File: config.mk
export PLATFORM = sky130hd
export DESIGN_NAME = apu_frame_sequencer
export DESIGN_NICKNAME = d
export VERILOG_FILES = /design/src/hdl/apu_fs_pkg.sv /design/src/hdl/apu_fs_env.sv /design/src/hdl/apu_fs_sweep.sv /design/src/hdl/apu_frame_sequencer.sv
export SDC_FILE = /design/constraint.sdc
export NUM_CORES = 1
export LEC_CHECK = 0
export BUFFER_PORTS_ARGS = -buffer_cell sky130_fd_sc_hd__buf_4
export CORE_MARGIN = 2
export CORE_UTILIZATION = 55
export DETAILED_ROUTE_END_ITERATION = 6
export PLACE_DENSITY = 0.82
export SLEW_MARGIN = 20
export SYNTH_ARGS = -nofsm -noshare
export SYNTH_HDL_FRONTEND = slang
export SYNTH_HIERARCHICAL = 1
export SYNTH_SLANG_ARGS = --single-unit
File: constraint.sdc
create_clock -name clk_i -period 3.16 [get_ports clk_i]
set_input_delay 0 -clock clk_i [delete_from_list [all_inputs] [get_ports clk_i]]
set_output_delay 0 -clock clk_i [all_outputs]
set_load 0.05 [all_outputs]
File: src/hdl/apu_fs_pkg.sv
`default_nettype none
// ----------------------------------------------------------------------------
// APU frame sequencer package
// Shared types, register index codes and widths of the frame sequencer.
// ----------------------------------------------------------------------------
package apu_fs_pkg;

  // Configuration register indexes.
  localparam int unsigned CfgIdxWidth = 3;
  localparam int unsigned CfgDataWidth = 4;

  typedef enum logic [CfgIdxWidth-1:0] {
    CFG_ENV1_PERIOD  = 3'd0,
    CFG_ENV2_PERIOD  = 3'd1,
    CFG_ENV4_PERIOD  = 3'd2,
    CFG_ENV_UP_MASK  = 3'd3,
    CFG_SWEEP_SHIFT  = 3'd4,
    CFG_SWEEP_PERIOD = 3'd5,
    CFG_SWEEP_UP     = 3'd6,
    CFG_LEN_ENABLE   = 3'd7
  } cfg_idx_e;

  // Divider bits that clock the three units.
  localparam logic [3:0] EnvDivBit = 4'd15;
  localparam logic [3:0] SweepDivBit = 4'd14;
  localparam logic [3:0] LengthDivBit = 4'd13;

  // Item kinds.
  localparam logic ActionEvent = 1'b0;
  localparam logic ActionLoad = 1'b1;

  // Channel codes on the channel field.
  localparam logic [1:0] ChanOne = 2'd0;
  localparam logic [1:0] ChanTwo = 2'd1;
  localparam logic [1:0] ChanThree = 2'd2;
  localparam logic [1:0] ChanFour = 2'd3;

  localparam logic [3:0] VolMax = 4'hF;

  // Control of one envelope slot for the item being committed.
  typedef struct packed {
    logic step;   // envelope tick
    logic load;   // channel restart
    logic up;     // volume increases
    logic on;     // channel is currently on
  } env_ctrl_t;

  // Control of the channel 1 sweep for the item being committed.
  typedef struct packed {
    logic step;   // sweep tick
    logic load;   // channel 1 restart
    logic up;     // frequency increases
    logic on;     // channel 1 still on after the envelope step
  } sweep_ctrl_t;

endpackage
`default_nettype wire

File: src/hdl/apu_fs_env.sv
`default_nettype none
// ----------------------------------------------------------------------------
// APU frame sequencer envelope slot
// Volume and step counter of one channel envelope, with restart and step.
// ----------------------------------------------------------------------------
module apu_fs_env (
  input  wire                  clk_i,
  input  wire                  rst_ni,
  input  apu_fs_pkg::env_ctrl_t ctrl_i,
  input  wire  [2:0]           period_i,
  input  wire  [3:0]           load_volume_i,
  output logic [3:0]           volume_o,
  output logic                 off_o
);

  logic [3:0] vol_q, vol_d;
  logic [2:0] cnt_q, cnt_d;
  logic [2:0] cnt_inc;
  logic       active;
  logic       fire;

  // The counter runs only while the channel is on and the period is nonzero.
  assign cnt_inc = cnt_q + 3'd1;
  assign active = ctrl_i.step & ctrl_i.on & (period_i != 3'd0);
  assign fire = active & (cnt_inc >= period_i);

  // Next volume and counter.
  always_comb begin
    vol_d = vol_q;
    cnt_d = cnt_q;
    off_o = 1'b0;
    if (ctrl_i.load) begin
      vol_d = load_volume_i;
      cnt_d = 3'd0;
    end else if (active) begin
      cnt_d = fire ? 3'd0 : cnt_inc;
      if (fire) begin
        if (ctrl_i.up) begin
          if (vol_q != apu_fs_pkg::VolMax) begin
            vol_d = vol_q + 4'd1;
          end
        end else begin
          if (vol_q != 4'd0) begin
            vol_d = vol_q - 4'd1;
          end
          // A falling envelope that sits at zero silences the channel.
          off_o = (vol_d == 4'd0);
        end
      end
    end
  end

  always_ff @(posedge clk_i or negedge rst_ni) begin
    if (!rst_ni) begin
      vol_q <= 4'd0;
      cnt_q <= 3'd0;
    end else begin
      vol_q <= vol_d;
      cnt_q <= cnt_d;
    end
  end

  assign volume_o = vol_q;

endmodule
`default_nettype wire

File: src/hdl/apu_fs_sweep.sv
`default_nettype none
// ----------------------------------------------------------------------------
// APU frame sequencer sweep unit
// Channel 1 frequency register and sweep period counter.
// ----------------------------------------------------------------------------
module apu_fs_sweep (
  input  wire                    clk_i,
  input  wire                    rst_ni,
  input  apu_fs_pkg::sweep_ctrl_t ctrl_i,
  input  wire  [2:0]             shift_i,
  input  wire  [2:0]             period_i,
  input  wire  [10:0]            load_frequency_i,
  output logic [10:0]            frequency_o
);

  logic [10:0] freq_q, freq_d;
  logic [3:0]  cnt_q, cnt_d;
  logic [10:0] delta;
  logic        active;
  logic        fire;
  logic [3:0]  cnt_base;

  // The sweep runs only with a nonzero shift and channel 1 on.
  assign active = ctrl_i.step & ctrl_i.on & (shift_i != 3'd0);
  assign fire = active & (cnt_q >= {1'b0, period_i});
  assign delta = freq_q >> shift_i;
  assign cnt_base = fire ? 4'd0 : cnt_q;

  // Next frequency and counter; the counter advances after every check.
  always_comb begin
    freq_d = freq_q;
    cnt_d = cnt_q;
    if (ctrl_i.load) begin
      freq_d = load_frequency_i;
      cnt_d = 4'd0;
    end else if (active) begin
      cnt_d = cnt_base + 4'd1;
      if (fire) begin
        freq_d = ctrl_i.up ? (freq_q + delta) : (freq_q - delta);
      end
    end
  end

  always_ff @(posedge clk_i or negedge rst_ni) begin
    if (!rst_ni) begin
      freq_q <= 11'd0;
      cnt_q <= 4'd0;
    end else begin
      freq_q <= freq_d;
      cnt_q <= cnt_d;
    end
  end

  assign frequency_o = freq_q;

endmodule
`default_nettype wire

File: src/hdl/apu_frame_sequencer.sv
`default_nettype none
// ----------------------------------------------------------------------------
// APU frame sequencer
// Envelope, sweep and length sequencing of a four-channel sound unit.
// ----------------------------------------------------------------------------
// Usage:
//  The input channel (in_valid_i / in_stall_o) takes one item per cycle unless it stalls:
//  either a divider-bit event or a load that restarts one channel.
//  Each item gives exactly one result on the output channel
//  (out_valid_o / out_stall_i): the volumes, channel on mask and channel 1
//  frequency after that item.
//  An accepted item waits in the input register; its state update is
//  committed when it moves on, and the result is valid the cycle after,
//  so one item per cycle passes while the receiver does not stall.
//  The channel state registers double as the result register.
//  While the receiver stalls, the held result stays and the input register
//  keeps one more item; the input channel then stalls as well.
//  Configuration writes (cfg_valid_i / cfg_ready_o) are always taken and
//  belong to idle periods. Reset clears all but the payload registers: all
//  channels off, volumes, counters and frequency zero, no item pending.
// ----------------------------------------------------------------------------
module apu_frame_sequencer (
  input  wire         clk_i,
  input  wire         rst_ni,
  // Input items
  input  wire         in_valid_i,
  output logic        in_stall_o,
  input  wire         action_i,
  input  wire  [3:0]  div_bit_i,
  input  wire  [1:0]  channel_i,
  input  wire  [3:0]  load_volume_i,
  input  wire  [7:0]  load_length_i,
  input  wire  [10:0] load_frequency_i,
  // Result items
  output logic        out_valid_o,
  input  wire         out_stall_i,
  output logic [3:0]  volume_one_o,
  output logic [3:0]  volume_two_o,
  output logic [3:0]  volume_four_o,
  output logic [3:0]  active_mask_o,
  output logic [10:0] sweep_frequency_o,
  // Configuration writes
  input  wire         cfg_valid_i,
  output logic        cfg_ready_o,
  input  wire  [apu_fs_pkg::CfgIdxWidth-1:0]  cfg_index_i,
  input  wire  [apu_fs_pkg::CfgDataWidth-1:0] cfg_data_i
);

  // Configuration registers.
  logic [2:0] env_period_q [3];
  logic [2:0] env_up_q;
  logic [2:0] sweep_shift_q;
  logic [2:0] sweep_period_q;
  logic       sweep_up_q;
  logic [3:0] len_en_q;

  // Input register.
  logic        s1_valid_q;
  logic        s1_action_q;
  logic [3:0]  s1_div_bit_q;
  logic [1:0]  s1_channel_q;
  logic [3:0]  s1_volume_q;
  logic [7:0]  s1_length_q;
  logic [10:0] s1_freq_q;

  // Channel state.
  logic [3:0] on_q, on_d;
  logic [5:0] short_len_q [3];
  logic [5:0] short_len_d [3];
  logic [7:0] wave_len_q, wave_len_d;
  logic       out_valid_q;

  logic       s1_adv;
  logic       in_accept;
  logic       is_load;
  logic       env_tick;
  logic       sweep_tick;
  logic       len_tick;
  logic [2:0] env_off;
  logic [2:0] slot_load;
  logic [3:0] on_env;
  logic [3:0] vol_slot [3];

  apu_fs_pkg::env_ctrl_t   env_ctrl [3];
  apu_fs_pkg::sweep_ctrl_t sweep_ctrl;

  // Channel number of each envelope and short length slot.
  localparam logic [1:0] SlotChan [3] = '{apu_fs_pkg::ChanOne, apu_fs_pkg::ChanTwo,
                                          apu_fs_pkg::ChanFour};

  // Handshakes: the input register moves on when the result slot is free.
  assign cfg_ready_o = 1'b1;
  assign s1_adv = s1_valid_q & (~out_valid_q | ~out_stall_i);
  assign in_stall_o = s1_valid_q & ~s1_adv;
  assign in_accept = in_valid_i & ~in_stall_o;

  // Configuration write decode.
  always_ff @(posedge clk_i or negedge rst_ni) begin
    if (!rst_ni) begin
      env_period_q[0] <= 3'd0;
      env_period_q[1] <= 3'd0;
      env_period_q[2] <= 3'd0;
      env_up_q <= 3'd0;
      sweep_shift_q <= 3'd0;
      sweep_period_q <= 3'd0;
      sweep_up_q <= 1'b0;
      len_en_q <= 4'd0;
    end else if (cfg_valid_i && cfg_ready_o) begin
      case (apu_fs_pkg::cfg_idx_e'(cfg_index_i))
        apu_fs_pkg::CFG_ENV1_PERIOD:  env_period_q[0] <= cfg_data_i[2:0];
        apu_fs_pkg::CFG_ENV2_PERIOD:  env_period_q[1] <= cfg_data_i[2:0];
        apu_fs_pkg::CFG_ENV4_PERIOD:  env_period_q[2] <= cfg_data_i[2:0];
        apu_fs_pkg::CFG_ENV_UP_MASK:  env_up_q <= cfg_data_i[2:0];
        apu_fs_pkg::CFG_SWEEP_SHIFT:  sweep_shift_q <= cfg_data_i[2:0];
        apu_fs_pkg::CFG_SWEEP_PERIOD: sweep_period_q <= cfg_data_i[2:0];
        apu_fs_pkg::CFG_SWEEP_UP:     sweep_up_q <= cfg_data_i[0];
        apu_fs_pkg::CFG_LEN_ENABLE:   len_en_q <= cfg_data_i;
        default: ;
      endcase
    end
  end

  // Input register control.
  always_ff @(posedge clk_i or negedge rst_ni) begin
    if (!rst_ni) begin
      s1_valid_q <= 1'b0;
    end else if (in_accept) begin
      s1_valid_q <= 1'b1;
    end else if (s1_adv) begin
      s1_valid_q <= 1'b0;
    end
  end

  // Input register payload.
  always_ff @(posedge clk_i) begin
    if (in_accept) begin
      s1_action_q <= action_i;
      s1_div_bit_q <= div_bit_i;
      s1_channel_q <= channel_i;
      s1_volume_q <= load_volume_i;
      s1_length_q <= load_length_i;
      s1_freq_q <= load_frequency_i;
    end
  end

  // Decode of the committed item.
  assign is_load = s1_adv & (s1_action_q == apu_fs_pkg::ActionLoad);
  assign env_tick = s1_adv & (s1_action_q == apu_fs_pkg::ActionEvent) &
                    (s1_div_bit_q >= apu_fs_pkg::EnvDivBit);
  assign sweep_tick = s1_adv & (s1_action_q == apu_fs_pkg::ActionEvent) &
                      (s1_div_bit_q >= apu_fs_pkg::SweepDivBit);
  assign len_tick = s1_adv & (s1_action_q == apu_fs_pkg::ActionEvent) &
                    (s1_div_bit_q >= apu_fs_pkg::LengthDivBit);

  // Envelope slots for channels 1, 2 and 4.
  for (genvar s = 0; s < 3; s++) begin : g_env
    assign slot_load[s] = is_load & (s1_channel_q == SlotChan[s]);
    assign env_ctrl[s] = '{step: env_tick, load: slot_load[s],
                           up: env_up_q[s], on: on_q[SlotChan[s]]};

    apu_fs_env u_env (
      .clk_i         (clk_i),
      .rst_ni        (rst_ni),
      .ctrl_i        (env_ctrl[s]),
      .period_i      (env_period_q[s]),
      .load_volume_i (s1_volume_q),
      .volume_o      (vol_slot[s]),
      .off_o         (env_off[s])
    );
  end

  // On flags after the envelope step; the sweep sees this value.
  assign on_env = on_q & ~{env_off[2], 1'b0, env_off[1], env_off[0]};

  assign sweep_ctrl = '{step: sweep_tick,
                        load: is_load & (s1_channel_q == apu_fs_pkg::ChanOne),
                        up: sweep_up_q, on: on_env[0]};

  apu_fs_sweep u_sweep (
    .clk_i            (clk_i),
    .rst_ni           (rst_ni),
    .ctrl_i           (sweep_ctrl),
    .shift_i          (sweep_shift_q),
    .period_i         (sweep_period_q),
    .load_frequency_i (s1_freq_q),
    .frequency_o      (sweep_frequency_o)
  );

  // Length counters and channel on flags.
  always_comb begin
    on_d = on_q;
    wave_len_d = wave_len_q;
    for (int s = 0; s < 3; s++) begin
      short_len_d[s] = short_len_q[s];
    end
    if (is_load) begin
      on_d[s1_channel_q] = 1'b1;
      if (s1_channel_q == apu_fs_pkg::ChanThree) begin
        wave_len_d = s1_length_q;
      end
      for (int s = 0; s < 3; s++) begin
        if (slot_load[s]) begin
          short_len_d[s] = s1_length_q[5:0];
        end
      end
    end else begin
      on_d = on_env;
      if (len_tick) begin
        for (int s = 0; s < 3; s++) begin
          if (len_en_q[SlotChan[s]]) begin
            short_len_d[s] = short_len_q[s] + 6'd1;
            if (short_len_d[s] == 6'd0) begin
              on_d[SlotChan[s]] = 1'b0;
            end
          end
        end
        if (len_en_q[apu_fs_pkg::ChanThree]) begin
          wave_len_d = wave_len_q + 8'd1;
          if (wave_len_d == 8'd0) begin
            on_d[apu_fs_pkg::ChanThree] = 1'b0;
          end
        end
      end
    end
  end

  always_ff @(posedge clk_i or negedge rst_ni) begin
    if (!rst_ni) begin
      on_q <= 4'd0;
      wave_len_q <= 8'd0;
      short_len_q[0] <= 6'd0;
      short_len_q[1] <= 6'd0;
      short_len_q[2] <= 6'd0;
      out_valid_q <= 1'b0;
    end else begin
      on_q <= on_d;
      wave_len_q <= wave_len_d;
      short_len_q[0] <= short_len_d[0];
      short_len_q[1] <= short_len_d[1];
      short_len_q[2] <= short_len_d[2];
      if (s1_adv) begin
        out_valid_q <= 1'b1;
      end else if (!out_stall_i) begin
        out_valid_q <= 1'b0;
      end
    end
  end

  // Results come straight from the channel state.
  assign out_valid_o = out_valid_q;
  assign volume_one_o = vol_slot[0];
  assign volume_two_o = vol_slot[1];
  assign volume_four_o = vol_slot[2];
  assign active_mask_o = on_q;

`ifndef ASSERT_OFF
  // The input side stalls only while an item waits in the input register.
  a_stall_needs_item: assert property (@(posedge clk_i) disable iff (!rst_ni)
    in_stall_o |-> s1_valid_q)
    else $error("input stalled with empty input register");

  // A load always leaves its channel on.
  a_load_turns_on: assert property (@(posedge clk_i) disable iff (!rst_ni)
    is_load |=> on_q[$past(s1_channel_q)])
    else $error("loaded channel is not on");

  // The channel state only changes when an item is committed.
  a_state_on_commit: assert property (@(posedge clk_i) disable iff (!rst_ni)
    !s1_adv |=> $stable(sweep_frequency_o) && $stable(on_q) &&
                $stable(volume_one_o))
    else $error("channel state changed without an item");

  // A new result appears only after a commit.
  a_result_from_commit: assert property (@(posedge clk_i) disable iff (!rst_ni)
    $rose(out_valid_q) |-> $past(s1_adv))
    else $error("result without committed item");
`endif

endmodule
`default_nettype wire

======== Word-level counts from Yosys, hierarchy flattened ========
Index checks and enable logic that the tools add are counted.
W data, S select, Z words.
word-level totals
  register bits after elaboration ......... 121
  logic and storage cells ................. 241
  bits of input ports ..................... 42
  output and inout port bits .............. 30
cells by class
  bitwise gates (word level) .............. 32
  shifts and indexed selects .............. 1
  add/sub/neg operators ................... 16
  order comparisons ....................... 9
  mux-type cells .......................... 86
  reductions and logical operators ........ 47
  equal/unequal tests ..................... 21
operators with widths
  kind                   count
  $mux W4                35
  $mux W11               4
  $mux W18               2
  $mux W6                6
  $mux W8                4
  $reduce_bool A2 Y1     14
  $mux W3                9
  $mux W1                25
  $and A1 B1 Y1          23
  $reduce_and A3 Y1      7
  $add A6 B1 Y6 const B  3
  $logic_not A6 Y1       3
  $reduce_and A2 Y1      9
  $add A4 B1 Y4 const B  4
  $eq A3 B3 Y1 const B   4
  $ge A4 B4 Y1 const B   3
  $logic_not A4 Y1       3
  $ne A4 B4 Y1 const B   3
  $reduce_bool A3 Y1     4
  $reduce_bool A4 Y1     3
  $sub A4 B1 Y4 const B  3
  $add A11 B11 Y11       1
  $shr A11 B3 Y11        1
  $sub A11 B11 Y11       1
  22 further kinds       38

======== Depth between registers and ports, before layout ========
  depth after elaboration ................. 25
  mapped depth ............................ 17
  mapped depth without buffers ............ 15

======== Cells and area by module ========
Netlist, hierarchy kept.
modules (own cells, without submodules)
  module               area an instance (µm²)  sequential area each (µm²)  cells an instance  instances
  apu_frame_sequencer  4023.9                  2277.2                      322                1
  apu_fs_env           678.2                   175.2                       80                 3
  apu_fs_sweep         1919.3                  375.4                       226                1

======== Worst setup path after synthesis ========
No wires, ideal clock.
  kind .................................... flip-flop to flip-flop
  from .................................... register u_sweep.freq_q[8], in the netlist u_sweep/frequency_o[8]
  to ...................................... register u_sweep.freq_q[10], in the netlist u_sweep/frequency_o[10]
  stages on the path, launching flop included .. 14
  clock period less this slack ............ 3.725 ns
  arrival ................................. 3.599 ns
  required time ........................... 3.034 ns
  path buffers ............................ 0
  library setup time ...................... 0.126 ns
  setup slack ............................. -0.565 ns
  path through ............................ dfrtp_1 -> mux2i_1 -> mux4_2 -> ha_1 -> nor2_1 -> a21oi_1 -> fa_1 -> a21o_1 -> a21oi_1 -> o21bai_1 -> a31oi_1 -> o21ai_0 -> xor2_1 -> a221o_1
on the way
  cells in the longest elaborated chain, start to end .. 6
  elaborated cells between the ends (all ways) .. 7
  classes of those cells .................. add/sub: 2; shift: 1; mux: 4
RTL lines
  item                                                         line                RTL
  start, declared                                              apu_fs_sweep.sv:16  logic [10:0] freq_q, freq_d;
  start signal, assigned                                       apu_fs_sweep.sv:49  freq_q <= freq_d;
  $shr A11 B3 Y11                                              apu_fs_sweep.sv:26  assign delta = freq_q >> shift_i;
  $sub A11 B11 Y11 / $add A11 B11 Y11 (equally long branches)  apu_fs_sweep.sv:39  freq_d = ctrl_i.up ? (freq_q + delta) : (freq_q - delta);
  $mux W11 (*)                                                 apu_fs_sweep.sv:39
  $mux W11 (*)                                                 apu_fs_sweep.sv:38  if (fire) begin
  $mux W11 (*)                                                 apu_fs_sweep.sv:36  end else if (active) begin
  $mux W11 (*)                                                 apu_fs_sweep.sv:33  if (ctrl_i.load) begin
Every way passes the cells marked *; elsewhere a longest branch is shown, timed or not. The select of a mux whose other input is x is not followed.
A chain may end at the register's enable or synchronous reset.

======== Worst setup path after layout ========
  from .................................... register sweep_shift_q[0]
  to ...................................... register u_sweep.freq_q[10], in the netlist u_sweep/frequency_o[10]
on the way
  cells in the longest elaborated chain, start to end .. 6
  elaborated cells between the ends (all ways) .. 13
  classes of those cells .................. add/sub: 2; shift: 1; mux: 4; bitwise: 2; reduce/logical: 4
RTL lines
  item                                                         line                        RTL
  start, declared                                              apu_frame_sequencer.sv:52   logic [2:0] sweep_shift_q;
  start signal, assigned                                       apu_frame_sequencer.sv:114  apu_fs_pkg::CFG_SWEEP_SHIFT: sweep_shift_q <= cfg_data_i[2:0];
  $shr A11 B3 Y11                                              apu_fs_sweep.sv:26
  $sub A11 B11 Y11 / $add A11 B11 Y11 (equally long branches)  apu_fs_sweep.sv:39
  $mux W11                                                     apu_fs_sweep.sv:39
  $mux W11                                                     apu_fs_sweep.sv:38
  $mux W11                                                     apu_fs_sweep.sv:36
  $mux W11                                                     apu_fs_sweep.sv:33
Parallel ways exist; a longest one is shown, timed or not. The select of a mux whose other input is x is not followed.

==> results.json <==
{
  "finalPower_mw": 9.02,
  "syn_avg_cell_area_um2": 10.1,
  "finalHoldViolations": 0,
  "synth.cell_area_um2": 7980,
  "cts_tree": "yes",
  "cts_buffers": 17,
  "finalNonFillerCells": 1149,
  "multi_input_area_um2": 4590,
  "antenna_found_initial": 0,
  "synth-xor-area-share": 0.0307,
  "die-area_um2": 15500,
  "grt_max_degree": 72,
  "fin_skew_ns": 0.0101,
  "cts_sinks": 121,
  "pin_count": 72,
  "status": "finished, violations left",
  "core_um2": 14400,
  "setup_viol_count_final": 7,
  "yosys_warnings": 6,
  "fin_ws_ns": -0.218,
  "period_needed_ns": 3.38,
  "max_cap_viol_count": 0,
  "timing_worst_setup_path_type": "register to register",
  "synth_ff_type": "dfrtp_1",
  "grtUsageTotal": 0.283,
  "synth_compound_area_frac": 0.218,
  "hpwl_um": 13800,
  "synth-seq-area-share": 0.398,
  "drc": 0,
  "crit_arrival_ns": 3.68,
  "antenna_left": 0,
  "final_max_slew_viol_count": 0,
  "crit_fanout": 4,
  "synth_top_family_by_area": "compound AO/OA/AOI/OAI gates",
  "fin_area_um2": 10300,
  "cts_buffer_depth": 2,
  "initial_core_util": 0.555,
  "clk_latency_ns": 0.42,
  "endpoint_kind": "register",
  "rsz0062_at_grt": "yes",
  "diodes": 0,
  "pre_cts_slack_ns": -0.254,
  "synth_nets": 872,
  "synth_area_leader_cell": "dfrtp_1",
  "postSynth.asyncResetShare": 0.752,
  "overflow": 0,
  "drtIter0Drc": 651,
  "totalWireLength_um": 22300,
  "die_w_um": 124,
  "rows": 44,
  "wl_per_cell_um": 19.5,
  "power.density_nw_per_um2": 877,
  "place_area_um2": 9000,
  "drive_above_1_share": 0.297,
  "synth-seq-cells": 121,
  "fin_crit_sh": 1.07,
  "fmax_ghz": 0.296,
  "ys_top_cells_by_area": "dfrtp_1, edfxtp_1, ha_1",
  "die_h_um": 124,
  "min_path_type": "input pin to register",
  "h-tree-depth": 4,
  "p_leak_nw": 4.51,
  "area_growth_pct": 29.0,
  "vdd_drop_max_v": 0.000553,
  "synthCells": 788,
  "yosysMostFrequentCell": "dfrtp_1",
  "avgViaCountPerCell": 6.26,
  "synth_edf_count": 30,
  "hold_ws_ns": 0.0345,
  "synthMuxAreaShare": 0.0784,
  "synth_fa_ha_area_frac": 0.0668,
  "start_kind": "register",
  "grt_pass1_vias": 7063,
  "fillers": 954,
  "synth-simple-area-share": 0.157,
  "fin_setup_tns_ns": -0.926,
  "maxSlewHeadroom": 0.354,
  "synth.top_cell.area_share": 0.285,
  "dr.pass1.iters": 7,
  "final_nets": 1036,
  "worst_pin_slew_ns": 0.968,
  "violations": "setup timing",
  "path_clk_slew_ns": 0.06,
  "portBuffers": 70,
  "routed-via-count": 7193,
  "grt_pass1_wl_um": 35600,
  "ys_types": 87,
  "worstPathRequired_ns": 3.46,
  "seq_area_um2": 3190,
  "gp_congestion": 0.920,
  "dp_cells": 1065,
  "ys_top_cells_by_count": "dfrtp_1, nand2_1, a21oi_1, ha_1",
  "postLayoutCoreUtil": 0.716,
  "cts_root_buf": "clkbuf_16"
}
## cell usage in the layout (no fill, tap or decap), drive strengths merged, types with 15 or more instances in the layout
master / instances
edfxtp: 30
nand4: 16
dlygate4sd3: 41
o21ai: 40
dfrtp: 91
mux2: 25
nand3: 29
a21oi: 53
inv: 38
nand2: 61
mux2i: 26
ha: 41
clkbuf: 27
nor3: 15
buf: 145
nor2: 41
## report_power, final
group | leakage, nW | total, mW | internal (mW) | switching (mW)
Sequential | 1.39 | 2.49 | 1.96 | 0.529
Combinational | 2.82 | 4.54 | 2.15 | 2.39
Clock | 0.296 | 1.99 | 1.28 | 0.708
Total | 4.51 | 9.02 | 5.39 | 3.63
## per-layer routing
layer  part of all wire  global-route usage
met4              0.031               0.123
met1               0.41               0.364
met5                  0                   0
met3              0.062              0.0571
met2               0.50               0.467
## state kept, by name (all words and copies together) (netlist names), 3 cells and up
| signal | flops |
|---|---|
| s1_volume_q | 4 |
| u_sweep/frequency_o | 11 |
| wave_len_q | 8 |
| g_env.u_env/cnt_q | 9 |
| len_en_q | 4 |
| sweep_period_q | 3 |
| sweep_shift_q | 3 |
| u_sweep/cnt_q | 4 |
| active_mask_o | 4 |
| env_period_q | 9 |
| s1_freq_q | 11 |
| s1_length_q | 8 |
| g_env.u_env/volume_o | 12 |
| short_len_q | 18 |
| env_up_q | 3 |
| s1_div_bit_q | 4 |
## cell families (layout without fill, tap and decap cells)
family                     after synthesis  after routing
other                                    1              1
xor gates and xnor gates                28             28
DFF                                    121            121
and+or+nand+nor                        229            229
buffers and inverters                   82            259
adders and majority gates               42             42
AOI/OAI and AO/OA                      231            231
muxes                                   54             54
## area by class of cell
| cell class | count | share of cell area |
|---|---|---|
| Clock buffer | 27 | 0.0540 |
| Clock inverter | 5 | 0.00535 |
| Inverter | 41 | 0.0150 |
| Multi-Input combinational cell | 585 | 0.446 |
| Sequential cell | 121 | 0.310 |
| Tap cell | 184 | 0.0224 |
| Timing Repair Buffer | 186 | 0.147 |
## worst max-delay path, stage by stage, from the launching register on
cell	delay, ns
dfrtp_1	0.42
mux4_2	0.57
mux2i_4	0.21
buf_6	0.13
ha_4	0.13
o2111a_2	0.20
nor2_1	0.07
xnor2_1	0.29
ha_1	0.34
buf_4	0.17
a31oi_4	0.19
o21ai_2	0.09
xor2_1	0.15
a221o_1	0.30
## worst paths after layout
check	startpoint	end	slack (ns)	depth (start not counted)
max	sweep_shift_q[0]	u_sweep/frequency_o[10]	-0.22	13
min	cfg_index_i[0]	sweep_up_q	0.03	3
max reg2reg	sweep_shift_q[0]	u_sweep/frequency_o[10]	-0.22	13
min reg2reg	s1_freq_q[8]	u_sweep/frequency_o[8]	0.48	2
max in group asynchronous	rst_ni	short_len_q[3]	2.02	3
min in group asynchronous	rst_ni	out_valid_o	0.27	2
## what timing repair did
action	4_1_cts	5_1_grt
endpoints found under the setup margin	7	13
buffers inserted	9	3
gates resized for setup	20	23
pin swaps	9	12
endpoints found under the hold margin	125	0
hold buffers	41	0
No activity file was read; power rests on OpenSTA's default activity.
